`src/sv/sae_pkg.sv`:
```
// ----------------------------------------------------------------------------
// sae_pkg
// Shared types, codes and microprogram ROM of the stack arithmetic evaluator.
// ----------------------------------------------------------------------------
package sae_pkg;

    localparam int STACK_DEPTH_DEF = 256;
    localparam int DATA_W          = 32;
    localparam int FRAC_W          = 16;
    localparam int DEPTH_W         = 9;
    localparam int QUO_W           = DATA_W + FRAC_W;
    localparam int DIV_ITER        = QUO_W / 2;
    localparam int DIV_CNT_W       = $clog2(DIV_ITER);
    localparam int UADDR_W         = 5;

    localparam logic [DATA_W-1:0] VAL_MAX = {1'b0, {(DATA_W-1){1'b1}}};
    localparam logic [DATA_W-1:0] VAL_MIN = {1'b1, {(DATA_W-1){1'b0}}};

    localparam logic [2:0] KIND_RET  = 3'd0;
    localparam logic [2:0] KIND_PUSH = 3'd1;
    localparam logic [2:0] KIND_NEG  = 3'd2;
    localparam logic [2:0] KIND_ADD  = 3'd3;
    localparam logic [2:0] KIND_SUB  = 3'd4;
    localparam logic [2:0] KIND_MUL  = 3'd5;
    localparam logic [2:0] KIND_DIV  = 3'd6;

    typedef enum logic [1:0] {
        ST_OK,
        ST_UNDER,
        ST_OVER,
        ST_DIVZERO
    } status_t;

    typedef enum logic [3:0] {
        ACT_NONE,
        ACT_PUSH,
        ACT_NEG,
        ACT_WB1,
        ACT_RDA,
        ACT_ADD,
        ACT_SUB,
        ACT_MUL,
        ACT_MULSAT,
        ACT_DIVGO,
        ACT_DIVRES,
        ACT_WB2
    } act_t;

    typedef enum logic [2:0] {
        COND_NEVER,
        COND_ALWAYS,
        COND_FULL,
        COND_EMPTY,
        COND_LT2,
        COND_BZERO,
        COND_DIVBUSY
    } cond_t;

    typedef enum logic {
        SEQ_IDLE,
        SEQ_RUN
    } seq_state_t;

    typedef struct packed {
        act_t                act;
        cond_t               cond;
        logic [UADDR_W-1:0]  target;
        logic                emit;
        status_t             status;
        logic                fin;
    } uword_t;

    typedef struct packed {
        logic full;
        logic empty;
        logic lt2;
        logic bzero;
        logic div_busy;
        logic out_blocked;
    } seq_flags_t;

    typedef struct packed {
        uword_t uw;
        logic   fire;
        logic   idle;
    } seq_ctl_t;

    localparam logic [UADDR_W-1:0] U_RET   = UADDR_W'(0);
    localparam logic [UADDR_W-1:0] U_OK    = UADDR_W'(1);
    localparam logic [UADDR_W-1:0] U_UND   = UADDR_W'(2);
    localparam logic [UADDR_W-1:0] U_OVF   = UADDR_W'(3);
    localparam logic [UADDR_W-1:0] U_DVZ   = UADDR_W'(4);
    localparam logic [UADDR_W-1:0] U_PUSH  = UADDR_W'(5);
    localparam logic [UADDR_W-1:0] U_NEG   = UADDR_W'(7);
    localparam logic [UADDR_W-1:0] U_ADD   = UADDR_W'(10);
    localparam logic [UADDR_W-1:0] U_SUB   = UADDR_W'(13);
    localparam logic [UADDR_W-1:0] U_MUL   = UADDR_W'(16);
    localparam logic [UADDR_W-1:0] U_DIV   = UADDR_W'(20);
    localparam logic [UADDR_W-1:0] U_DWAIT = UADDR_W'(23);
    localparam logic [UADDR_W-1:0] U_WB2   = UADDR_W'(25);

    function automatic uword_t mk_uword(
        input act_t               act,
        input cond_t              cond,
        input logic [UADDR_W-1:0] target,
        input logic               emit,
        input status_t            status,
        input logic               fin
    );
        uword_t w;
        w.act    = act;
        w.cond   = cond;
        w.target = target;
        w.emit   = emit;
        w.status = status;
        w.fin    = fin;
        return w;
    endfunction

    function automatic logic [UADDR_W-1:0] entry_addr(input logic [2:0] kind);
        logic [UADDR_W-1:0] a;
        case (kind)
            KIND_RET:  a = U_RET;
            KIND_PUSH: a = U_PUSH;
            KIND_NEG:  a = U_NEG;
            KIND_ADD:  a = U_ADD;
            KIND_SUB:  a = U_SUB;
            KIND_MUL:  a = U_MUL;
            KIND_DIV:  a = U_DIV;
            default:   a = U_OK;
        endcase
        return a;
    endfunction

    function automatic uword_t ucode(input logic [UADDR_W-1:0] addr);
        uword_t w;
        case (addr)
            U_RET:                w = mk_uword(ACT_NONE, COND_NEVER, U_RET, 1'b1, ST_OK, 1'b1);
            U_OK:                 w = mk_uword(ACT_NONE, COND_NEVER, U_OK, 1'b1, ST_OK, 1'b0);
            U_UND:                w = mk_uword(ACT_NONE, COND_NEVER, U_OK, 1'b1, ST_UNDER, 1'b0);
            U_OVF:                w = mk_uword(ACT_NONE, COND_NEVER, U_OK, 1'b1, ST_OVER, 1'b0);
            U_DVZ:                w = mk_uword(ACT_NONE, COND_NEVER, U_OK, 1'b1, ST_DIVZERO, 1'b0);
            U_PUSH:               w = mk_uword(ACT_NONE, COND_FULL, U_OVF, 1'b0, ST_OK, 1'b0);
            U_PUSH + UADDR_W'(1): w = mk_uword(ACT_PUSH, COND_ALWAYS, U_OK, 1'b0, ST_OK, 1'b0);
            U_NEG:                w = mk_uword(ACT_NONE, COND_EMPTY, U_UND, 1'b0, ST_OK, 1'b0);
            U_NEG + UADDR_W'(1):  w = mk_uword(ACT_NEG, COND_NEVER, U_OK, 1'b0, ST_OK, 1'b0);
            U_NEG + UADDR_W'(2):  w = mk_uword(ACT_WB1, COND_ALWAYS, U_OK, 1'b0, ST_OK, 1'b0);
            U_ADD:                w = mk_uword(ACT_NONE, COND_LT2, U_UND, 1'b0, ST_OK, 1'b0);
            U_ADD + UADDR_W'(1):  w = mk_uword(ACT_RDA, COND_NEVER, U_OK, 1'b0, ST_OK, 1'b0);
            U_ADD + UADDR_W'(2):  w = mk_uword(ACT_ADD, COND_ALWAYS, U_WB2, 1'b0, ST_OK, 1'b0);
            U_SUB:                w = mk_uword(ACT_NONE, COND_LT2, U_UND, 1'b0, ST_OK, 1'b0);
            U_SUB + UADDR_W'(1):  w = mk_uword(ACT_RDA, COND_NEVER, U_OK, 1'b0, ST_OK, 1'b0);
            U_SUB + UADDR_W'(2):  w = mk_uword(ACT_SUB, COND_ALWAYS, U_WB2, 1'b0, ST_OK, 1'b0);
            U_MUL:                w = mk_uword(ACT_NONE, COND_LT2, U_UND, 1'b0, ST_OK, 1'b0);
            U_MUL + UADDR_W'(1):  w = mk_uword(ACT_RDA, COND_NEVER, U_OK, 1'b0, ST_OK, 1'b0);
            U_MUL + UADDR_W'(2):  w = mk_uword(ACT_MUL, COND_NEVER, U_OK, 1'b0, ST_OK, 1'b0);
            U_MUL + UADDR_W'(3):  w = mk_uword(ACT_MULSAT, COND_ALWAYS, U_WB2, 1'b0, ST_OK, 1'b0);
            U_DIV:                w = mk_uword(ACT_NONE, COND_LT2, U_UND, 1'b0, ST_OK, 1'b0);
            U_DIV + UADDR_W'(1):  w = mk_uword(ACT_RDA, COND_BZERO, U_DVZ, 1'b0, ST_OK, 1'b0);
            U_DIV + UADDR_W'(2):  w = mk_uword(ACT_DIVGO, COND_NEVER, U_OK, 1'b0, ST_OK, 1'b0);
            U_DWAIT:              w = mk_uword(ACT_NONE, COND_DIVBUSY, U_DWAIT, 1'b0, ST_OK, 1'b0);
            U_DWAIT + UADDR_W'(1): w = mk_uword(ACT_DIVRES, COND_ALWAYS, U_WB2, 1'b0, ST_OK, 1'b0);
            U_WB2:                w = mk_uword(ACT_WB2, COND_ALWAYS, U_OK, 1'b0, ST_OK, 1'b0);
            default:              w = mk_uword(ACT_NONE, COND_ALWAYS, U_OK, 1'b0, ST_OK, 1'b0);
        endcase
        return w;
    endfunction

endpackage

```
`src/sv/sae_sequencer.sv`:
```
// ----------------------------------------------------------------------------
// sae_sequencer
// Microprogram sequencer: dispatches on the instruction kind, steps through
// the control ROM and takes conditional jumps on datapath flags.
// ----------------------------------------------------------------------------
module sae_sequencer
(
    input  logic                clk,
    input  logic                rst_n,
    input  logic                start,
    input  logic [2:0]          kind,
    input  sae_pkg::seq_flags_t flags,
    output sae_pkg::seq_ctl_t   ctl
);

    sae_pkg::seq_state_t           state_reg, state_next;
    logic [sae_pkg::UADDR_W-1:0]   pc_reg, pc_next;
    sae_pkg::uword_t               uw;
    logic                          cond_hit;
    logic                          fire;

    assign uw   = sae_pkg::ucode(pc_reg);
    assign fire = (state_reg == sae_pkg::SEQ_RUN) && !(uw.emit && flags.out_blocked);

    always_comb
    begin
        case (uw.cond)
            sae_pkg::COND_NEVER:   cond_hit = 1'b0;
            sae_pkg::COND_ALWAYS:  cond_hit = 1'b1;
            sae_pkg::COND_FULL:    cond_hit = flags.full;
            sae_pkg::COND_EMPTY:   cond_hit = flags.empty;
            sae_pkg::COND_LT2:     cond_hit = flags.lt2;
            sae_pkg::COND_BZERO:   cond_hit = flags.bzero;
            sae_pkg::COND_DIVBUSY: cond_hit = flags.div_busy;
            default:               cond_hit = 1'b0;
        endcase
    end

    always_comb
    begin
        state_next = state_reg;
        pc_next    = pc_reg;
        case (state_reg)
            sae_pkg::SEQ_IDLE:
            begin
                if (start)
                begin
                    state_next = sae_pkg::SEQ_RUN;
                    pc_next    = sae_pkg::entry_addr(kind);
                end
            end
            sae_pkg::SEQ_RUN:
            begin
                if (fire)
                begin
                    if (uw.emit)
                    begin
                        state_next = sae_pkg::SEQ_IDLE;
                    end
                    else if (cond_hit)
                    begin
                        pc_next = uw.target;
                    end
                    else
                    begin
                        pc_next = pc_reg + sae_pkg::UADDR_W'(1);
                    end
                end
            end
            default:
            begin
                state_next = sae_pkg::SEQ_IDLE;
            end
        endcase
    end

    always_ff @(posedge clk or negedge rst_n)
    begin
        if (!rst_n)
        begin
            state_reg <= sae_pkg::SEQ_IDLE;
            pc_reg    <= sae_pkg::U_RET;
        end
        else
        begin
            state_reg <= state_next;
            pc_reg    <= pc_next;
        end
    end

    always_comb
    begin
        ctl.uw   = uw;
        ctl.fire = fire;
        ctl.idle = (state_reg == sae_pkg::SEQ_IDLE);
    end

endmodule

```
`config.mk`:
```
export PLATFORM = sky130hd
export DESIGN_NAME = sae_sequencer
export DESIGN_NICKNAME = d
export VERILOG_FILES = /design/src/sv/sae_pkg.sv /design/src/sv/sae_sequencer.sv
export SDC_FILE = /design/constraint.sdc
export NUM_CORES = 1
export LEC_CHECK = 0
export BUFFER_PORTS_ARGS = -buffer_cell sky130_fd_sc_hd__buf_2
export CELL_PAD_IN_SITES_DETAIL_PLACEMENT = 1
export CELL_PAD_IN_SITES_GLOBAL_PLACEMENT = 1
export CORE_MARGIN = 4
export CORE_UTILIZATION = 40
export CTS_CLUSTER_DIAMETER = 40
export DETAILED_ROUTE_END_ITERATION = 6
export PLACE_DENSITY_LB_ADDON = 0.1
export SLEW_MARGIN = 10
export SYNTH_ARGS = -nofsm -noshare
export SYNTH_HDL_FRONTEND = slang
export SYNTH_SLANG_ARGS = --single-unit
```
`constraint.sdc`:
```
create_clock -name clk -period 3.6 [get_ports clk]
set_input_delay 0.72 -clock clk [delete_from_list [all_inputs] [get_ports clk]]
set_output_delay 0.72 -clock clk [all_outputs]
set_load 0.005 [all_outputs]
```
==> run_results.csv, run 1 <==
group,metric,value,unit
outcome,status,"finished clean",
clock_network,cts_setup_buffers,0,
clock_network,htreeDepth,1,
yosys,synthArstFlopShare,100.0,%
clock_network,ctsRootBufferMaster,"clkbuf_4",
yosys,netlist_top_cells_area,"dfrtp_1 (14%), mux2i_1 (7.6%), ha_1 (7.1%)",
yosys,syn_area,1051,um2
clock_network,path_clk_slew,0.05,ns
global_routing,grt.total_usage,18.99,%
place,gp_congestion,0.8637,
yosys,seq_area_frac_synth,14.29,%
worst_hold_path,min_path_type,"in2async",
setup_path,r2r_setup_slack,0.99,ns
setup_path,timing.rr.start,"pc_reg[0]",
yosys,synth.avg_cell_area,7.616,um2
place,port_buffers,29,
drt,dr.pass1.iters,4,
power,p_total,1.149,mW
setup_path,crit_required,2.88,ns
finish,largest_reg_flops,5,
place,hpwl,2531,um
finish,antenna_cells,0,
power,ir_drop,0.6613,mV
yosys,synthCells,138,
drt,drt_iter0_drc,28,
setup_path,crit_path_start_kind,"register",
drt,via_count,1115,
setup_path,crit_arrival,2.18,ns
clock_network,cts.path.max_buffers,2,
finish,multiInputGateArea,815.8,um2
finish,drive_gt1_share,25.47,%
setup_path,slowest_delay,0.50,ns
place,place_ws,0.9969,ns
clock_network,cts_hold_buf,0,
yosys,synth_mux_area_share,8.929,%
timing,finClkSkew,0.007862,ns
finish,synthToLayoutAreaGrowth,15.00,%
clock_network,insertion_delay,0.25,ns
timing,drv_slew,0,
yosys,netlist.area_leader.share,14.29,%
timing,tns,0,ns
finish,mostFrequentLayoutCell,"buf_2",
setup_path,path_max_fanout,11,
timing,max_slew.worst_pin.slew,0.7083,ns
global_routing,grt_pass1_vias,1096,
floorplanning,core_area,2500,um2
drt,vias_per_cell,5.838,
yosys,synth_ff_type,"dfrtp_1",
clock_network,cts_buffers,3,
drt,ant_nets,0,
timing,fmax,344.9,MHz
setup_path,crit_path_top_delay_cell,"dfrtp_1",
yosys,yosysUniqueCellTypes,43,
floorplanning,dieArea,3512,um2
flow_run,cap_violations,0,
yosys,synth_edf_count,0,
setup_path,worst-setup-path-type,"reg2out",
yosys,yosys.area.top_type,"dfrtp_1",
floorplanning,initial_core_util,42.04,%
timing,min_period,2.900,ns
global_routing,grt_max_degree,25,
yosys,yosys_register_bits,6,
drt,drc,0,
global_routing,antenna_found_initial,0,
finish,nets,181,
timing,fin_crit_sh,80.55,%
setup_path,r2r-end,"pc_reg[3]",
setup_path,critPathTopFamily,"flip-flops",
setup_path,crit_chain,"inv_1, ha_1, mux2i_2, nand2b_1, o21a_1, o21ai_0, buf_2",
setup_path,critPathBufInv,2,
timing,rsz0062_at_grt,"no",
clock_network,post_cts_resized,0,
timing,setup_viol,0,
power,power_density,950.5,nW/um2
global_routing,overflow,0,
clock_network,cts_sinks,6,
global_routing,grt_pass1_wl,5147,um
floorplanning,ios,30,
drt,wl_per_cell,16.74,um
yosys,synth_compound_area_share,34.17,%
timing,timing.slew.headroom,52.78,%
yosys,synth-simple-area-share,22.38,%
finish,seq_area,150.1,um2
finish,num-fill-cells,318,
clock_network,cts_tree,"built",
yosys,synth_top_family_by_area,"compound AO/OA/AOI/OAI gates",
timing,postLayoutSetupSlackWorst,0.7003,ns
drt,routed_wl,3198,um
timing,finalHoldViolCount,0,
floorplanning,rows,18,
floorplanning,die_h,59.26,um
floorplanning,die_w,59.26,um
power,leakagePower,0.5597,nW
yosys,synth_fa_ha_area_share,7.143,%
setup_path,end_kind,"output pin",
setup_path,crit_start,"pc_reg[0]",
finish,final_cell_mix,"buf_2 (29), o21ai_0 (14), nor2_1 (12)",
yosys,synth_fp_nets,156,
yosys,synth_xor_area_share,5.000,%
setup_path,rr_worst_depth,8,
yosys,synth_warnings,0,
## through the flow
stage	std cells	cell area (um2)	utilization, %	hold slack, ns
floorplan	138	1051	-	0.4244
global placement	188	1186	47.45	0.5442
detailed placement	188	1186	47.45	0.5504
CTS	191	1209	48.35	0.2834
global route	191	1209	48.35	0.2917
finish	191	1209	48.35	0.2817
## worst max path at each step
stage	cells past startpoint	to	slack, ns
after floorplan	8	pc_reg[3]	1.33
after global placement	6	ctl[1]	1.04
after detailed placement	6	ctl[1]	1.0
after CTS	7	ctl[7]	0.70
after global routing	6	ctl[1]	0.54
final	7	ctl[7]	0.70
## report_power, final
group	total, mW	internal, mW	switching, mW
clock	0.0646	0.0379	0.0267
combinational	0.867	0.386	0.481
sequential	0.217	0.0975	0.119
total	1.15	0.522	0.627
## layout make-up
| class | count | area share, % |
|---|---|---|
| Tap cell | 30 | 3.106 |
| Sequential cell | 6 | 12.42 |
| Clock buffer | 3 | 1.863 |
| Multi-Input combinational cell | 114 | 67.49 |
| Inverter | 8 | 2.484 |
| Timing Repair Buffer | 30 | 12.63 |
## logic make-up after synthesis
group,count (synthesis)
flops,6
fa+ha+maj,6
simple gates,46
mux,9
buf+inv,18
compound gates,47
xor+xnor,6
## metal layers
layer | share of wire (%) | global-route usage [%] | wire length [um] | up-vias
met3 | 2.8 | 1.961 | 90 | 4
li1 | - | - | - | 551
met2 | 52 | 34.48 | 1663 | 21
met1 | 44 | 23.54 | 1410 | 539
met5 | 0 | 0 | 0 | -
met4 | 1.0 | 4.854 | 33 | 0
## synthesized netlist by cell type, drive strengths merged (2+ instances only)
cell type,count
o21ai,17
nor2,12
mux2i,9
nand2,9
inv,8
buf,7
nand2b,7
dfrtp,6
ha,6
a21oi,5
nand3,5
nor2b,4
o21a,4
clkbuf,3
nor3,3
o22a,3
xnor2,3
xor2,3
a221oi,2
a31oi,2
nand4,2
nor3b,2
o211ai,2
o221ai,2
o22ai,2
## worst register-to-register path, cell delays in order, from the launching register on
cell and delay (ns):
dfrtp_1 0.55, inv_1 0.16, ha_1 0.30, mux2i_2 0.26, o32ai_4 0.17, a2111oi_2 0.43
a22oi_4 0.17, mux2i_1 0.19, a221oi_2 0.28
Power figures use the tool's default switching activity.
==> run 2, diff against run 1 <==
Settings changed: CORE_UTILIZATION 40 to 37.
Clock period 3.6 ns to 2.7 ns, I/O delays scaled along.
==> run 2 against run 1 <==
Against the previous run:
- clock skew increased by 0.00057 ns
- final area increased by 2.9%
- non-clock buffer count increased by 4
- wire length increased by 0.56%
- hold slack got worse by 0.17 ns
- sequential share of layout area about the same
- first-iteration DRC count increased by 57%
- die area increased by 7.0%
- power increased by 36%
- final cell count increased by 2.6%
- clock power increased by 28%
- register-to-register slack got worse by 0.76 ns
- largest cell class unchanged
- largest power group unchanged
- highest routed layer unchanged
==> run_results.csv, run 2 (synthesis gave the netlist of run 1 again) <==
group,metric,value,unit
drt,ant_nets,0,
floorplanning,core_area,2734,um2
power,leakagePower,0.5763,nW
timing,fmax,392.0,MHz
timing,rsz0062_at_grt,"no",
clock_network,path_clk_slew,0.05,ns
global_routing,antenna_found_initial,0,
setup_path,worst-setup-path-type,"reg2out",
setup_path,r2r_setup_slack,0.23,ns
drt,dr.pass1.iters,4,
place,hpwl,2602,um
setup_path,crit_required,2.16,ns
clock_network,cts_tree,"built",
setup_path,end_kind,"output pin",
timing,timing.slew.headroom,70.91,%
finish,antenna_cells,0,
drt,routed_wl,3216,um
drt,drt_iter0_drc,44,
floorplanning,die_h,61.30,um
timing,fin_crit_sh,94.48,%
power,p_clk_share,5.3,%
global_routing,grt.total_usage,18.61,%
clock_network,cts_sinks,6,
global_routing,grt_pass1_vias,1111,
finish,drive_gt1_share,29.09,%
flow_run,cap_violations,0,
power,ir_drop,0.5007,mV
setup_path,path_max_fanout,11,
power,internal-power,734.7,uW
drt,via_count,1103,
clock_network,htreeDepth,1,
floorplanning,dieArea,3757,um2
clock_network,ctsRootBufferMaster,"clkbuf_4",
power,p_sw,830.8,uW
setup_path,crit_arrival,2.01,ns
drt,drc,0,
power,switching_share,53.07,%
timing,tns,0,ns
timing,setup_viol,0,
clock_network,cts_hold_buf,0,
outcome,status,"finished clean",
finish,synthToLayoutAreaGrowth,18.33,%
place,port_buffers,29,
floorplanning,die_w,61.30,um
power,p_seq_share,16.8,%
global_routing,overflow,0,
setup_path,crit_path_start_kind,"register",
worst_hold_path,min_path_type,"in2async",
global_routing,grt_pass1_wl,5299,um
setup_path,timing.rr.start,"pc_reg[0]",
power,comb_power_share,77.9,%
timing,finalHoldViolCount,0,
finish,final_cell_mix,"buf_2 (29), o21ai_0 (14), nor2_1 (12)",
place,gp_congestion,0.8435,
finish,finalInstanceArea,1244,um2
timing,drv_slew,0,
power,power_density,1259,nW/um2
setup_path,r2r-end,"pc_reg[3]",
floorplanning,rows,19,
place,placed_area,1217,um2
clock_network,insertion_delay,0.25,ns
floorplanning,initial_core_util,38.44,%
finish,nets,185,
floorplanning,ios,30,
setup_path,rr_worst_depth,7,
timing,finClkSkew,0.008434,ns
finish,largest_reg_flops,5,
finish,mostFrequentLayoutCell,"buf_2",
global_routing,grt_max_degree,20,
drt,vias_per_cell,5.628,
timing,max_slew.worst_pin.slew,0.4363,ns
drt,wl_per_cell,16.41,um
timing,min_period,2.551,ns
clock_network,cts_buffers,3,
clock_network,cts.path.max_buffers,2,
run 2: metal layers:
layer	wire, um	vias to the layer above	track usage, %
met5	0	-	0
met4	16	0	4.025
met3	99	2	0
met2	1458	24	30.82
met1	1642	524	27.25
li1	-	553	-
run 2: power groups by stage:
stage	clock (mW)	sequential [mW]	combinational (mW)
after floorplan	0	0.172	0.943
after global placement	0	0.255	1.21
after global routing	0.0881	0.276	1.37
after CTS	0.0854	0.258	1.23
final	0.0825	0.263	1.22
after detailed placement	0	0.260	1.23
run 2: per-stage QoR:
| step | util [%] | std cells | power [mW] | setup slack (ns) | hold WS, ns |
|---|---|---|---|---|---|
| final | 45.49 | 196 | 1.566 | 0.1490 | 0.1096 |
| after global routing | 45.49 | 196 | 1.729 | 0.01745 | 0.1127 |
| after CTS | 45.35 | 196 | 1.575 | 0.03927 | 0.1059 |
| after detailed placement | 44.53 | 193 | 1.485 | 0.1759 | 0.3716 |
| after global placement | 44.53 | 193 | 1.463 | 0.2653 | 0.3704 |
| after floorplan | - | 138 | 1.115 | 0.4317 | 0.2444 |
run 2: worst max path at each step:
stage / from / cells after the start / endpoint / slack [ns]
2_1_floorplan: pc_reg[0] / 8 / pc_reg[3] / 0.43
3_3_place_gp: pc_reg[0] / 7 / pc_reg[3] / 0.27
3_5_place_dp: pc_reg[0] / 7 / pc_reg[3] / 0.18
4_1_cts: pc_reg[0] / 7 / ctl[6] / 0.04
5_1_grt: pc_reg[0] / 7 / ctl[7] / 0.02
6_report: pc_reg[0] / 7 / ctl[7] / 0.15
run 2: what timing repair did:
action | CTS | global route
buffers inserted | 0 | 0
setup endpoints to repair | 0 | 8
gates resized for setup | 0 | 3
run 2: final cells by class:
type | instances | area (um2)
well taps | 31 | 38.79
fillers | 360 | 1490
multi-input cells | 114 | 815.8
repair buffers | 34 | 182.7
flip-flops and latches | 6 | 153.9
clock buffers | 3 | 22.52
inverters | 8 | 30.03
run 2: critical path, cell delays in order (launching register included):
cell and delay [ns]:
dfrtp_2 0.48, inv_1 0.15, ha_1 0.28, mux2i_2 0.13, nand2b_1 0.20, o21a_1 0.13
o21ai_0 0.23, buf_2 0.16
