$ cat src/sv/sae_pkg.sv
// ----------------------------------------------------------------------------
// sae_pkg
// Shared types, codes and microprogram ROM of the stack arithmetic evaluator.
// ----------------------------------------------------------------------------
package sae_pkg;

    localparam int STACK_DEPTH_DEF = 256;
    localparam int DATA_W          = 32;
    localparam int FRAC_W          = 16;
    localparam int DEPTH_W         = 9;
    localparam int QUO_W           = DATA_W + FRAC_W;
    localparam int DIV_ITER        = QUO_W / 2;
    localparam int DIV_CNT_W       = $clog2(DIV_ITER);
    localparam int UADDR_W         = 5;

    localparam logic [DATA_W-1:0] VAL_MAX = {1'b0, {(DATA_W-1){1'b1}}};
    localparam logic [DATA_W-1:0] VAL_MIN = {1'b1, {(DATA_W-1){1'b0}}};

    localparam logic [2:0] KIND_RET  = 3'd0;
    localparam logic [2:0] KIND_PUSH = 3'd1;
    localparam logic [2:0] KIND_NEG  = 3'd2;
    localparam logic [2:0] KIND_ADD  = 3'd3;
    localparam logic [2:0] KIND_SUB  = 3'd4;
    localparam logic [2:0] KIND_MUL  = 3'd5;
    localparam logic [2:0] KIND_DIV  = 3'd6;

    typedef enum logic [1:0] {
        ST_OK,
        ST_UNDER,
        ST_OVER,
        ST_DIVZERO
    } status_t;

    typedef enum logic [3:0] {
        ACT_NONE,
        ACT_PUSH,
        ACT_NEG,
        ACT_WB1,
        ACT_RDA,
        ACT_ADD,
        ACT_SUB,
        ACT_MUL,
        ACT_MULSAT,
        ACT_DIVGO,
        ACT_DIVRES,
        ACT_WB2
    } act_t;

    typedef enum logic [2:0] {
        COND_NEVER,
        COND_ALWAYS,
        COND_FULL,
        COND_EMPTY,
        COND_LT2,
        COND_BZERO,
        COND_DIVBUSY
    } cond_t;

    typedef enum logic {
        SEQ_IDLE,
        SEQ_RUN
    } seq_state_t;

    typedef struct packed {
        act_t                act;
        cond_t               cond;
        logic [UADDR_W-1:0]  target;
        logic                emit;
        status_t             status;
        logic                fin;
    } uword_t;

    typedef struct packed {
        logic full;
        logic empty;
        logic lt2;
        logic bzero;
        logic div_busy;
        logic out_blocked;
    } seq_flags_t;

    typedef struct packed {
        uword_t uw;
        logic   fire;
        logic   idle;
    } seq_ctl_t;

    localparam logic [UADDR_W-1:0] U_RET   = UADDR_W'(0);
    localparam logic [UADDR_W-1:0] U_OK    = UADDR_W'(1);
    localparam logic [UADDR_W-1:0] U_UND   = UADDR_W'(2);
    localparam logic [UADDR_W-1:0] U_OVF   = UADDR_W'(3);
    localparam logic [UADDR_W-1:0] U_DVZ   = UADDR_W'(4);
    localparam logic [UADDR_W-1:0] U_PUSH  = UADDR_W'(5);
    localparam logic [UADDR_W-1:0] U_NEG   = UADDR_W'(7);
    localparam logic [UADDR_W-1:0] U_ADD   = UADDR_W'(10);
    localparam logic [UADDR_W-1:0] U_SUB   = UADDR_W'(13);
    localparam logic [UADDR_W-1:0] U_MUL   = UADDR_W'(16);
    localparam logic [UADDR_W-1:0] U_DIV   = UADDR_W'(20);
    localparam logic [UADDR_W-1:0] U_DWAIT = UADDR_W'(23);
    localparam logic [UADDR_W-1:0] U_WB2   = UADDR_W'(25);

    function automatic uword_t mk_uword(
        input act_t               act,
        input cond_t              cond,
        input logic [UADDR_W-1:0] target,
        input logic               emit,
        input status_t            status,
        input logic               fin
    );
        uword_t w;
        w.act    = act;
        w.cond   = cond;
        w.target = target;
        w.emit   = emit;
        w.status = status;
        w.fin    = fin;
        return w;
    endfunction

    function automatic logic [UADDR_W-1:0] entry_addr(input logic [2:0] kind);
        logic [UADDR_W-1:0] a;
        case (kind)
            KIND_RET:  a = U_RET;
            KIND_PUSH: a = U_PUSH;
            KIND_NEG:  a = U_NEG;
            KIND_ADD:  a = U_ADD;
            KIND_SUB:  a = U_SUB;
            KIND_MUL:  a = U_MUL;
            KIND_DIV:  a = U_DIV;
            default:   a = U_OK;
        endcase
        return a;
    endfunction

    function automatic uword_t ucode(input logic [UADDR_W-1:0] addr);
        uword_t w;
        case (addr)
            U_RET:                w = mk_uword(ACT_NONE, COND_NEVER, U_RET, 1'b1, ST_OK, 1'b1);
            U_OK:                 w = mk_uword(ACT_NONE, COND_NEVER, U_OK, 1'b1, ST_OK, 1'b0);
            U_UND:                w = mk_uword(ACT_NONE, COND_NEVER, U_OK, 1'b1, ST_UNDER, 1'b0);
            U_OVF:                w = mk_uword(ACT_NONE, COND_NEVER, U_OK, 1'b1, ST_OVER, 1'b0);
            U_DVZ:                w = mk_uword(ACT_NONE, COND_NEVER, U_OK, 1'b1, ST_DIVZERO, 1'b0);
            U_PUSH:               w = mk_uword(ACT_NONE, COND_FULL, U_OVF, 1'b0, ST_OK, 1'b0);
            U_PUSH + UADDR_W'(1): w = mk_uword(ACT_PUSH, COND_ALWAYS, U_OK, 1'b0, ST_OK, 1'b0);
            U_NEG:                w = mk_uword(ACT_NONE, COND_EMPTY, U_UND, 1'b0, ST_OK, 1'b0);
            U_NEG + UADDR_W'(1):  w = mk_uword(ACT_NEG, COND_NEVER, U_OK, 1'b0, ST_OK, 1'b0);
            U_NEG + UADDR_W'(2):  w = mk_uword(ACT_WB1, COND_ALWAYS, U_OK, 1'b0, ST_OK, 1'b0);
            U_ADD:                w = mk_uword(ACT_NONE, COND_LT2, U_UND, 1'b0, ST_OK, 1'b0);
            U_ADD + UADDR_W'(1):  w = mk_uword(ACT_RDA, COND_NEVER, U_OK, 1'b0, ST_OK, 1'b0);
            U_ADD + UADDR_W'(2):  w = mk_uword(ACT_ADD, COND_ALWAYS, U_WB2, 1'b0, ST_OK, 1'b0);
            U_SUB:                w = mk_uword(ACT_NONE, COND_LT2, U_UND, 1'b0, ST_OK, 1'b0);
            U_SUB + UADDR_W'(1):  w = mk_uword(ACT_RDA, COND_NEVER, U_OK, 1'b0, ST_OK, 1'b0);
            U_SUB + UADDR_W'(2):  w = mk_uword(ACT_SUB, COND_ALWAYS, U_WB2, 1'b0, ST_OK, 1'b0);
            U_MUL:                w = mk_uword(ACT_NONE, COND_LT2, U_UND, 1'b0, ST_OK, 1'b0);
            U_MUL + UADDR_W'(1):  w = mk_uword(ACT_RDA, COND_NEVER, U_OK, 1'b0, ST_OK, 1'b0);
            U_MUL + UADDR_W'(2):  w = mk_uword(ACT_MUL, COND_NEVER, U_OK, 1'b0, ST_OK, 1'b0);
            U_MUL + UADDR_W'(3):  w = mk_uword(ACT_MULSAT, COND_ALWAYS, U_WB2, 1'b0, ST_OK, 1'b0);
            U_DIV:                w = mk_uword(ACT_NONE, COND_LT2, U_UND, 1'b0, ST_OK, 1'b0);
            U_DIV + UADDR_W'(1):  w = mk_uword(ACT_RDA, COND_BZERO, U_DVZ, 1'b0, ST_OK, 1'b0);
            U_DIV + UADDR_W'(2):  w = mk_uword(ACT_DIVGO, COND_NEVER, U_OK, 1'b0, ST_OK, 1'b0);
            U_DWAIT:              w = mk_uword(ACT_NONE, COND_DIVBUSY, U_DWAIT, 1'b0, ST_OK, 1'b0);
            U_DWAIT + UADDR_W'(1): w = mk_uword(ACT_DIVRES, COND_ALWAYS, U_WB2, 1'b0, ST_OK, 1'b0);
            U_WB2:                w = mk_uword(ACT_WB2, COND_ALWAYS, U_OK, 1'b0, ST_OK, 1'b0);
            default:              w = mk_uword(ACT_NONE, COND_ALWAYS, U_OK, 1'b0, ST_OK, 1'b0);
        endcase
        return w;
    endfunction

endpackage

$ cat src/sv/sae_divider.sv
// ----------------------------------------------------------------------------
// sae_divider
// Signed Q16.16 divider: restoring division on magnitudes, two quotient bits
// per cycle, result truncated toward zero and saturated to 32 bits.
// ----------------------------------------------------------------------------
module sae_divider
(
    input  logic                       clk,
    input  logic                       rst_n,
    input  logic                       start,
    input  logic [sae_pkg::DATA_W-1:0] dividend,
    input  logic [sae_pkg::DATA_W-1:0] divisor,
    output logic                       busy,
    output logic [sae_pkg::DATA_W-1:0] quotient
);

    logic                          busy_reg, busy_next;
    logic [sae_pkg::DIV_CNT_W-1:0] cnt_reg, cnt_next;
    logic [sae_pkg::DATA_W-1:0]    rem_reg, rem_next;
    logic [sae_pkg::DATA_W-1:0]    den_reg, den_next;
    logic [sae_pkg::QUO_W-1:0]     quo_reg, quo_next;
    logic                          neg_reg, neg_next;

    logic [sae_pkg::DATA_W-1:0] mag_a;
    logic [sae_pkg::DATA_W-1:0] mag_b;
    logic [sae_pkg::DATA_W:0]   r1;
    logic [sae_pkg::DATA_W:0]   r2;
    logic                       ge1;
    logic                       ge2;
    logic [sae_pkg::DATA_W-1:0] rem1;
    logic [sae_pkg::DATA_W-1:0] rem2;

    always_comb
    begin
        mag_a = dividend[sae_pkg::DATA_W-1] ? sae_pkg::DATA_W'(0) - dividend : dividend;
        mag_b = divisor[sae_pkg::DATA_W-1] ? sae_pkg::DATA_W'(0) - divisor : divisor;

        r1   = {rem_reg, quo_reg[sae_pkg::QUO_W-1]};
        ge1  = r1 >= {1'b0, den_reg};
        rem1 = ge1 ? sae_pkg::DATA_W'(r1 - {1'b0, den_reg}) : sae_pkg::DATA_W'(r1);
        r2   = {rem1, quo_reg[sae_pkg::QUO_W-2]};
        ge2  = r2 >= {1'b0, den_reg};
        rem2 = ge2 ? sae_pkg::DATA_W'(r2 - {1'b0, den_reg}) : sae_pkg::DATA_W'(r2);
    end

    always_comb
    begin
        busy_next = busy_reg;
        cnt_next  = cnt_reg;
        rem_next  = rem_reg;
        den_next  = den_reg;
        quo_next  = quo_reg;
        neg_next  = neg_reg;
        if (start)
        begin
            busy_next = 1'b1;
            cnt_next  = '0;
            rem_next  = '0;
            den_next  = mag_b;
            quo_next  = {mag_a, {sae_pkg::FRAC_W{1'b0}}};
            neg_next  = dividend[sae_pkg::DATA_W-1] ^ divisor[sae_pkg::DATA_W-1];
        end
        else if (busy_reg)
        begin
            rem_next = rem2;
            quo_next = {quo_reg[sae_pkg::QUO_W-3:0], ge1, ge2};
            cnt_next = cnt_reg + sae_pkg::DIV_CNT_W'(1);
            if (cnt_reg == sae_pkg::DIV_CNT_W'(sae_pkg::DIV_ITER - 1))
            begin
                busy_next = 1'b0;
            end
        end
    end

    always_ff @(posedge clk or negedge rst_n)
    begin
        if (!rst_n)
        begin
            busy_reg <= 1'b0;
            cnt_reg  <= '0;
        end
        else
        begin
            busy_reg <= busy_next;
            cnt_reg  <= cnt_next;
        end
    end

    always_ff @(posedge clk)
    begin
        rem_reg <= rem_next;
        den_reg <= den_next;
        quo_reg <= quo_next;
        neg_reg <= neg_next;
    end

    always_comb
    begin
        if (!neg_reg)
        begin
            if (quo_reg[sae_pkg::QUO_W-1:sae_pkg::DATA_W-1] != '0)
            begin
                quotient = sae_pkg::VAL_MAX;
            end
            else
            begin
                quotient = quo_reg[sae_pkg::DATA_W-1:0];
            end
        end
        else
        begin
            if (quo_reg > sae_pkg::QUO_W'({1'b1, {(sae_pkg::DATA_W-1){1'b0}}}))
            begin
                quotient = sae_pkg::VAL_MIN;
            end
            else
            begin
                quotient = sae_pkg::DATA_W'(0) - quo_reg[sae_pkg::DATA_W-1:0];
            end
        end
    end

    assign busy = busy_reg;

endmodule

$ cat config.mk
export PLATFORM = sky130hd
export DESIGN_NAME = sae_divider
export DESIGN_NICKNAME = d
export VERILOG_FILES = /design/src/sv/sae_pkg.sv /design/src/sv/sae_divider.sv
export SDC_FILE = /design/constraint.sdc
export NUM_CORES = 1
export LEC_CHECK = 0
export BUFFER_PORTS_ARGS = -buffer_cell sky130_fd_sc_hd__buf_2
export CAP_MARGIN = 10
export CORE_ASPECT_RATIO = 1.25
export CORE_MARGIN = 2
export CORE_UTILIZATION = 32
export CTS_CLUSTER_DIAMETER = 50
export DETAILED_ROUTE_END_ITERATION = 10
export PLACE_DENSITY = 0.49
export SKIP_LAST_GASP = 1
export SYNTH_ARGS = -nofsm -noshare
export SYNTH_HDL_FRONTEND = slang
export SYNTH_SLANG_ARGS = --single-unit
$ cat constraint.sdc
create_clock -name clk -period 6.7 [get_ports clk]
set_input_delay 1.005 -clock clk [delete_from_list [all_inputs] [get_ports clk]]
set_output_delay 1.005 -clock clk [all_outputs]
set_load 0.02 [all_outputs]
==> run_results.csv, run 1 <==
group,metric,value,unit
run_status,status,"completed",
place,finalWeightedCongestion,0.861,
logic_synthesis,synthAdderAreaFrac,8.48,%
route,vias,9672,
logic_synthesis,synth-edff-count,65,
floorplan,dieHeight,207,microns
logic_synthesis,syn_inst,1268,
route,wl_per_cell,17.4,microns
logic_synthesis,synth_compound_area_share,23.3,%
route,first_pass_iters,5,
place,hpwlAfterDp,23800,microns
logic_synthesis,synthDistinctLibCells,80,
cts,cts_max_level,4,
timing,final-hold-violation-count,0,
pwr,peakVddDrop,0.187,mV
floorplan,dieArea,34300,sq um
worst_setup_path,cp-start-kind,"register",
logic_synthesis,synthXorXnorAreaFrac,9.42,%
logic_synthesis,seq_area_frac_synth,29.2,%
cts,post-cts-setup-buffers,0,
pwr,power,5370,uW
logic_synthesis,synth_nets,1405,
cts,cts_resized,0,
cts,clkTransAtPathRegs,0.06,ns
global_route,grt_use_total,18.4,%
global_route,overflow,0,
route,viasPerCell,5.44,
final_layout,area_growth,14.9,%
floorplan,start_util,32.3,%
cts,cts.sink_count,119,
floorplan,fp.dieW,166,microns
run,maxCapViolations,0,
worst_setup_path,path_buf_inv,3,
final_layout,num-nets-final,1484,
logic_synthesis,avgSynthCellArea,8.29,sq um
timing,slew_violations,0,
global_route,grt_max_degree,45,
timing,min_period_over_period,91.4,%
worst_hold_path,min-delay-path-class,"in2async",
worst_setup_path,crit_arrival,6.42,ns
floorplan,pin_count,100,
route,routed_wl,31000,microns
timing,whs,0.388,ns
pwr,p_leak,0.00516,uW
final_layout,drive_gt1_share,14.7,%
logic_synthesis,muxShareOfSynthArea,5.66,%
floorplan,core,32500,sq um
worst_setup_path,rrSetupSlack,0.57,ns
logic_synthesis,synth_top_family_by_area,"compound AO/OA/AOI/OAI gates",
worst_setup_path,crit_path_cell_trace,"inv_1, ha_1, inv_1, fa_1, a21oi_1, o211ai_1, a221o_1, o211ai_1, a21boi_0, o21a_1, o311ai_0, nand2_1, ha_1, nand3_1, nor2_1, o21a_1, a41oi_1, a21oi_1, a311o_1, nor2_4, buf_12, mux2i_1, a211oi_1",
timing,fin_setup_tns,0,ns
cts,clk-insertion-delay-late,0.44,ns
worst_setup_path,worstPathRequired,6.99,ns
place,dp_slack,0.575,ns
global_route,antenna_found_initial,0,
timing,rsz0062_at_grt,"false",
logic_synthesis,synthSimpleGateAreaFrac,19.3,%
worst_setup_path,worstReg2RegEnd,"rem_reg[15]$_SDFFE_PP0P_",
worst_setup_path,crit_start,"quo_reg[47]$_DFFE_PP_",
worst_setup_path,path_delay_family,"compound AO/OA/AOI/OAI gates",
global_route,grt_pass1_wl,50900,microns
logic_synthesis,synthTopCellsByCount,"nand2_1, o21ai_0, nor2_1",
timing,final-setup-viol-count,0,
floorplan,num_rows,74,
worst_setup_path,r2r_cells,23,
pwr,powerDensity,445,nW/um^2
logic_synthesis,netlist_area,10500,sq um
logic_synthesis,synthMostInstantiatedCell,"nand2_1",
cts,cts_buffers,17,
logic_synthesis,synth_area_leader_cell,"edfxtp_1",
logic_synthesis,synthTopCellsByArea,"edfxtp_1, dfxtp_1, ha_1",
route,drcViolationCount,0,
route,drtIter0Drc,640,
worst_setup_path,slowest_delay,0.46,ns
worst_setup_path,crit_type,"reg2reg",
final_layout,nFillCells,3437,
place,io_buffers,99,
timing,fmax,163,MHz
route,ant_nets,0,
worst_setup_path,end_kind,"register",
logic_synthesis,post-synth-top-area-fraction,18.6,%
cts,clk_path_buf_depth,2,
timing,fin_crit,6.13,ns
global_route,grt_pass1_vias,9608,
cts,cts_tree,"yes",
worst_setup_path,r2r-start,"quo_reg[47]$_DFFE_PP_",
final_layout,diodes,0,
final_layout,largest_reg_flops,48,
cts,cts_hold_buf,0,
logic_synthesis,synth-main-ff-cell,"edfxtp_1",
timing,worst_slew_pin_slew,0.984,ns
timing,relSlewSlack,34.4,%
worst_setup_path,cp_max_fo,15,
worst_setup_path,slowest_stage,"edfxtp_1",
timing,skew,0.0138,ns
logic_synthesis,synthArstFlopShare,5.04,%
logic_synthesis,yosysWarnings,0,
timing,setup_slack,0.574,ns
cts,root_buffer,"clkbuf_16",
logic_synthesis,synth_seq_cells,119,
## layout by cell type, fill, tap and decap left out, types with 29 or more instances in the layout
| cell type | instances |
|---|---|
| o31ai_1 | 32 |
| xnor2_1 | 62 |
| nor2_1 | 98 |
| o21ai_0 | 115 |
| a211oi_1 | 29 |
| edfxtp_1 | 65 |
| mux2i_1 | 38 |
| inv_1 | 67 |
| ha_1 | 68 |
| dfxtp_1 | 48 |
| xor2_1 | 51 |
| nand3_1 | 34 |
| nand2_1 | 137 |
| a21oi_1 | 61 |
| buf_2 | 98 |
## worst register-to-register path, cell delays in order (launching register included)
cell and delay, ns:
edfxtp_1 0.46, inv_1 0.09, ha_1 0.16, inv_1 0.05
fa_1 0.39, a21oi_1 0.22, o211ai_1 0.22, a221o_1 0.38
o211ai_1 0.30, a21boi_0 0.19, o21a_1 0.22, o311ai_0 0.40
nand2_1 0.12, ha_1 0.39, nand3_1 0.15, nor2_1 0.14
o21a_1 0.16, a41oi_1 0.33, a21oi_1 0.15, a311o_1 0.40
nor2_4 0.44, buf_12 0.23, mux2i_1 0.28, a211oi_1 0.10
## layer usage
layer	vias to the layer above	share of wire [%]	global-route usage [%]	routed length [microns]
met5	-	0	0	0
met4	0	2.0	5.56	610
met3	37	3.2	2.38	980
met2	194	49	33.2	15300
met1	4585	46	22.8	14100
li1	4856	-	-	-
## power breakdown
part	leakage (uW)	internal, uW	switching [uW]
combinational	0.00370	1460	1910
clock	0.000308	591	383
sequential	0.00115	916	121
## kinds of logic after synthesis
family,Yosys count
XOR/XNOR,113
flip-flops,119
adder cells (fa/ha/maj),70
AO/OA/AOI/OAI,372
AND/OR/NAND/NOR,414
multiplexers,57
buffers and inverters,123
## worst max-delay path by stage
stage                                    end  slack [ns]  cells past startpoint
finish              rem_reg[15]$_SDFFE_PP0P_        0.57                     23
global route        rem_reg[15]$_SDFFE_PP0P_        0.21                     25
CTS                 rem_reg[15]$_SDFFE_PP0P_        0.55                     24
detailed placement  rem_reg[15]$_SDFFE_PP0P_        0.57                     24
global placement    rem_reg[15]$_SDFFE_PP0P_        0.61                     24
floorplan           rem_reg[28]$_SDFFE_PP0P_        1.02                     25
## metrics by stage
step	utilization [%]	cells	cell area [sq um]
floorplan	-	1268	10500
global placement	35.2	1746	11500
detailed placement	35.2	1746	11500
CTS	37.1	1778	12100
global route	37.1	1778	12100
finish	37.1	1778	12100
## layout make-up
class	instances	area (sq um)	area share [%]
multi-input cells	1026	6970	57.7
flip-flops and latches	119	3060	25.4
repair buffers	115	643	5.33
well taps	418	523	4.33
clock buffers	21	514	4.26
inverters	68	255	2.11
clock inverters	11	106	0.881
No activity file was read; power rests on OpenSTA's default activity.
==> inputs of run 2 (changes only) <==
--- a/config.mk
+++ b/config.mk
@@ -10,9 +10,11 @@
 export CORE_ASPECT_RATIO = 1.25
 export CORE_MARGIN = 2
 export CORE_UTILIZATION = 32
+export CTS_BUF_LIST = sky130_fd_sc_hd__clkbuf_4 sky130_fd_sc_hd__clkbuf_8
 export CTS_CLUSTER_DIAMETER = 50
 export DETAILED_ROUTE_END_ITERATION = 10
 export PLACE_DENSITY = 0.49
+export REMOVE_ABC_BUFFERS = 1
 export SKIP_LAST_GASP = 1
 export SYNTH_ARGS = -nofsm -noshare
 export SYNTH_HDL_FRONTEND = slang
==> run_results.csv, run 2 (synthesis gave the netlist of run 1 again) <==
group,metric,value,unit
timing,final-setup-viol-count,0,
cts,cts_max_level,4,
worst_setup_path,cp-start-kind,"register",
place,io_buffers,99,
final_layout,nFillCells,3385,
route,drtIter0Drc,543,
worst_setup_path,cp_max_fo,14,
cts,cts.sink_count,119,
cts,cts_resized,0,
route,wl_per_cell,17.3,microns
route,first_pass_iters,5,
place,finalWeightedCongestion,0.860,
worst_setup_path,crit_arrival,6.54,ns
place,hpwlAfterDp,23400,microns
timing,whs,0.360,ns
cts,cts_buffers,17,
pwr,p_sw_share,46.2,%
final_layout,diodes,0,
cts,cts_tree,"yes",
timing,fin_crit,6.18,ns
final_layout,largest_reg_flops,48,
place,dp.cells,1748,
pwr,peakVddDrop,0.177,mV
final_layout,drive_gt1_share,14.8,%
pwr,power_frac_clock,13.3,%
final_layout,final_cell_mix,"nand2_1, o21ai_0, nor2_1, buf_2, ha_1",
place,placed_cell_area,11500,sq um
timing,min_period_over_period,92.3,%
final_layout,num-nets-final,1487,
timing,skew,0.0164,ns
final_layout,mostFrequentLayoutCell,"nand2_1",
global_route,grt_use_total,17.9,%
timing,worst_slew_pin_slew,0.972,ns
timing,rsz0062_at_grt,"false",
floorplan,fp.dieW,166,microns
route,vias,9577,
pwr,powerDensity,425,nW/um^2
global_route,overflow,0,
global_route,grt_pass1_wl,49400,microns
place,dp_slack,0.392,ns
timing,slew_violations,0,
cts,root_buffer,"clkbuf_8",
route,viasPerCell,5.38,
timing,setup_slack,0.516,ns
final_layout,area_growth,13.0,%
cts,post-cts-setup-buffers,0,
worst_setup_path,crit_type,"reg2reg",
worst_setup_path,end_kind,"register",
cts,clk_path_buf_depth,2,
floorplan,start_util,32.3,%
route,ant_nets,0,
floorplan,dieHeight,207,microns
cts,clk-insertion-delay-late,0.46,ns
floorplan,num_rows,74,
pwr,p_int,2710,uW
pwr,p_comb_share,66.3,%
pwr,seqPwrFrac,20.4,%
timing,relSlewSlack,35.2,%
pwr,p_leak,0.00507,uW
global_route,antenna_found_initial,0,
cts,cts_hold_buf,0,
global_route,grt_max_degree,46,
pwr,p_sw,2330,uW
cts,clkTransAtPathRegs,0.07,ns
route,drcViolationCount,0,
floorplan,core,32500,sq um
final_layout,design_area,11900,sq um
worst_setup_path,worstPathRequired,7.05,ns
global_route,grt_pass1_vias,9309,
worst_setup_path,r2r_cells,21,
route,routed_wl,30800,microns
timing,fmax,162,MHz
timing,final-hold-violation-count,0,
run_status,status,"completed",
final_layout,stdcell_count,1781,
worst_hold_path,min-delay-path-class,"in2async",
run,maxCapViolations,0,
floorplan,dieArea,34300,sq um
floorplan,pin_count,100,
==> run 2: cell types whose count changed in the layout (fill, tap and decap cells not counted), sizes merged <==
cell,delta
inv,-4
buf,+3
clkbuf,+1
clkinv,+2
bufinv,+1
==> run 2: power groups by stage <==
stage          clock network, uW  logic [uW]  registers (uW)
6_report                     673        3340            1030
5_1_grt                      728        3710            1050
4_1_cts                      697        3330            1030
3_5_place_dp                   0        3300            1050
3_3_place_gp                   0        3290            1050
2_1_floorplan                  0        2500            1010
==> run 2: final timing paths <==
check	start	to	slack [ns]
worst max-delay path	den_reg[4]$_DFFE_PP_	rem_reg[28]$_SDFFE_PP0P_	0.52
worst min-delay path	rst_n	cnt_reg[0]$_DFFE_PN0P_	0.36
worst max register to register	den_reg[4]$_DFFE_PP_	rem_reg[28]$_SDFFE_PP0P_	0.52
worst min register to register	rem_reg[2]$_SDFFE_PP0P_	rem_reg[2]$_SDFFE_PP0P_	0.50
max in group asynchronous	rst_n	busy$_DFF_PN0_	6.17
min in group clk	rem_reg[2]$_SDFFE_PP0P_	rem_reg[2]$_SDFFE_PP0P_	0.50
==> run 2: metrics by stage <==
stage          setup TNS [ns]  util (%)  total power, uW
6_report                    0      36.5             5050
5_1_grt                     0      36.5             5480
4_1_cts                     0      36.4             5060
3_5_place_dp                0      35.2             4350
3_3_place_gp                0      35.2             4340
2_1_floorplan          -27.50         -             3510
==> run 2: critical path: stages, from the launching register on <==
cell,delay (ns)
edfxtp_1,0.37
inv_1,0.09
ha_1,0.30
a21o_1,0.21
or3_1,0.31
o221a_2,0.29
nand3_1,0.11
nand2_1,0.06
o21ai_1,0.44
nand2_1,0.16
buf_4,0.26
mux2_2,0.31
ha_1,0.40
and4_1,0.25
and3_1,0.20
o31ai_1,0.13
a31oi_1,0.48
o22ai_1,0.21
o21ai_0,0.66
a2111oi_0,0.23
or4_1,0.50
o211a_1,0.12
==> run 2: area by class of cell <==
cell class | count | area, sq um | share of cell area [%]
Clock buffer | 22 | 284 | 2.39
Clock inverter | 10 | 105 | 0.885
Inverter | 68 | 255 | 2.15
Multi-Input combinational cell | 1026 | 6970 | 58.7
Sequential cell | 119 | 3060 | 25.8
Tap cell | 418 | 523 | 4.41
Timing Repair Buffer | 118 | 673 | 5.67
==> run 2: routing by layer <==
metal | global-route usage [%] | part of all wire [%] | wire [microns] | up-vias
li1 | - | - | - | 4854
met1 | 21.7 | 43 | 13400 | 4484
met2 | 32.6 | 51 | 15700 | 205
met3 | 2.69 | 3.3 | 1010 | 34
met4 | 5.56 | 2.4 | 728 | 0
met5 | 0 | 0 | 0 | -
==> inputs of run 3 (changes only) <==
--- a/config.mk
+++ b/config.mk
@@ -13,6 +13,7 @@
 export CTS_BUF_LIST = sky130_fd_sc_hd__clkbuf_4 sky130_fd_sc_hd__clkbuf_8
 export CTS_CLUSTER_DIAMETER = 50
 export DETAILED_ROUTE_END_ITERATION = 10
+export GPL_TIMING_DRIVEN = 0
 export PLACE_DENSITY = 0.49
 export REMOVE_ABC_BUFFERS = 1
 export SKIP_LAST_GASP = 1
==> run_results.csv, run 3 (synthesis gave the netlist of run 1 again) <==
group,metric,value,unit
timing,final-setup-viol-count,0,
route,first_pass_iters,5,
worst_setup_path,endpoint,"rem_reg[18]$_SDFFE_PP0P_",
worst_setup_path,crit_type,"reg2reg",
final_layout,final_cell_mix,"nand2_1, o21ai_0, buf_2",
timing,relSlewSlack,21.9,%
worst_setup_path,rrSetupSlack,0.38,ns
route,routed_wl,29800,microns
final_layout,mostFrequentLayoutCell,"nand2_1",
worst_setup_path,r2r_cells,23,
route,ant_nets,0,
pwr,powerDensity,435,nW/um^2
cts,cts_hold_buf,0,
place,io_buffers,99,
place,hpwlAfterDp,22400,microns
pwr,peakVddDrop,0.274,mV
timing,final-hold-violation-count,0,
global_route,grt_max_degree,73,
route,vias,9519,
final_layout,largest_reg_flops,48,
worst_setup_path,worstReg2RegEnd,"rem_reg[18]$_SDFFE_PP0P_",
timing,fmax,158,MHz
timing,skew,0.0138,ns
floorplan,num_rows,74,
cts,clk_path_buf_depth,2,
final_layout,area_growth,14.0,%
final_layout,stdcell_count,1773,
final_layout,num-nets-final,1479,
cts,clkTransAtPathRegs,0.08,ns
run_status,status,"completed",
cts,cts_max_level,4,
cts,cts.sink_count,119,
route,drcViolationCount,0,
cts,cts_buffers,17,
worst_setup_path,cp_max_fo,21,
floorplan,start_util,32.3,%
timing,fin_crit,6.32,ns
cts,cts_tree,"yes",
timing,slew_violations,0,
pwr,p_leak,0.00511,uW
route,wl_per_cell,16.8,microns
place,dp_slack,-0.530,ns
timing,whs,0.361,ns
worst_setup_path,end_kind,"register",
place,dp.cells,1733,
floorplan,dieArea,34300,sq um
timing,min_period_over_period,94.3,%
timing,rsz0062_at_grt,"false",
cts,root_buffer,"clkbuf_8",
run,maxCapViolations,0,
floorplan,dieHeight,207,microns
worst_hold_path,min-delay-path-class,"in2async",
cts,clk-insertion-delay-late,0.47,ns
worst_setup_path,r2r-start,"den_reg[4]$_DFFE_PP_",
global_route,grt_use_total,17.6,%
final_layout,diodes,0,
worst_setup_path,cp-start-kind,"register",
route,drtIter0Drc,475,
final_layout,post-route-util,36.9,%
floorplan,fp.dieW,166,microns
timing,setup_slack,0.379,ns
global_route,grt_pass1_wl,48800,microns
timing,worst_slew_pin_slew,1.17,ns
route,viasPerCell,5.37,
global_route,grt_pass1_vias,9280,
global_route,antenna_found_initial,0,
worst_setup_path,crit_start,"den_reg[4]$_DFFE_PP_",
final_layout,drive_gt1_share,14.8,%
global_route,overflow,0,
worst_setup_path,crit_arrival,6.68,ns
floorplan,core,32500,sq um
floorplan,pin_count,100,
place,finalWeightedCongestion,0.821,
worst_setup_path,worstPathRequired,7.06,ns
[run 3: cell count changes in the layout (fill, tap and decap cells not counted), moves of 2 or more]
cell and delta:
clkbuf_4 -2, o21ai_0 -2, bufinv_16 +5, clkinv_2 -2
buf_4 -10, o21ai_1 +2
[run 3: repair_timing]
item | 4_1_cts | 5_1_grt
endpoints found under the setup margin | 33 | 38
hold endpoints to repair | 0 | 0
setup buffers | 0 | 6
resized for setup | 2 | 5
pin swaps | 0 | 1
[run 3: critical path: stages (launching register included)]
cell      delay (ns)
edfxtp_1        0.36
inv_1           0.10
ha_1            0.30
a21o_1          0.21
or3_1           0.30
o221a_2         0.29
nand3_1         0.13
nand2_1         0.06
o21ai_1         0.28
buf_4           0.26
nand2_2         0.39
mux2_2          0.45
ha_1            0.34
o211ai_1        0.18
a21oi_1         0.09
o31a_1          0.36
a41o_1          0.31
a41oi_1         0.31
a21oi_1         0.13
a311o_1         0.41
nor2_4          0.16
buf_4           0.22
mux2_2          0.36
a22o_1          0.17
[run 3: cell type report]
class	instances	area, sq um
Timing Repair Buffer	110	646
Inverter	68	255
Fill cell	3394	20500
Multi-Input combinational cell	1026	6990
Tap cell	418	523
Clock inverter	13	250
Sequential cell	119	3070
Clock buffer	19	255
[run 3: worst min path at each step]
stage	slack, ns	cells after the start	to	start
floorplan	0.45	2	rem_reg[1]$_SDFFE_PP0P_	rem_reg[1]$_SDFFE_PP0P_
global placement	0.48	2	rem_reg[24]$_SDFFE_PP0P_	rem_reg[24]$_SDFFE_PP0P_
detailed placement	0.49	2	rem_reg[1]$_SDFFE_PP0P_	rem_reg[1]$_SDFFE_PP0P_
CTS	0.32	1	cnt_reg[1]$_DFFE_PN0P_	rst_n
global route	0.33	1	cnt_reg[1]$_DFFE_PN0P_	rst_n
finish	0.36	1	cnt_reg[1]$_DFFE_PN0P_	rst_n
[run 3: per-stage QoR]
stage	total power, uW	TNS, ns	area, sq um
after CTS	5160	0	11900
after detailed placement	4280	-11.55	11400
after global routing	5670	0	12000
after global placement	4250	-124.90	11300
after floorplan	3510	-27.50	10300
final	5220	0	12000
[run 3: power breakdown]
| part | total [uW] | switching (uW) | internal, uW |
|---|---|---|---|
| logic | 3330 | 1870 | 1460 |
| clock network | 853 | 322 | 531 |
| registers | 1030 | 116 | 915 |
| total | 5220 | 2310 | 2910 |
[run 3: routing by layer]
| layer | track usage [%] | vias up | routed length [microns] |
|---|---|---|---|
| met5 | 0 | - | 0 |
| met4 | 5.71 | 0 | 522 |
| met3 | 2.33 | 27 | 724 |
| met2 | 32.6 | 149 | 15300 |
| met1 | 21.0 | 4493 | 13200 |
| li1 | - | 4850 | - |
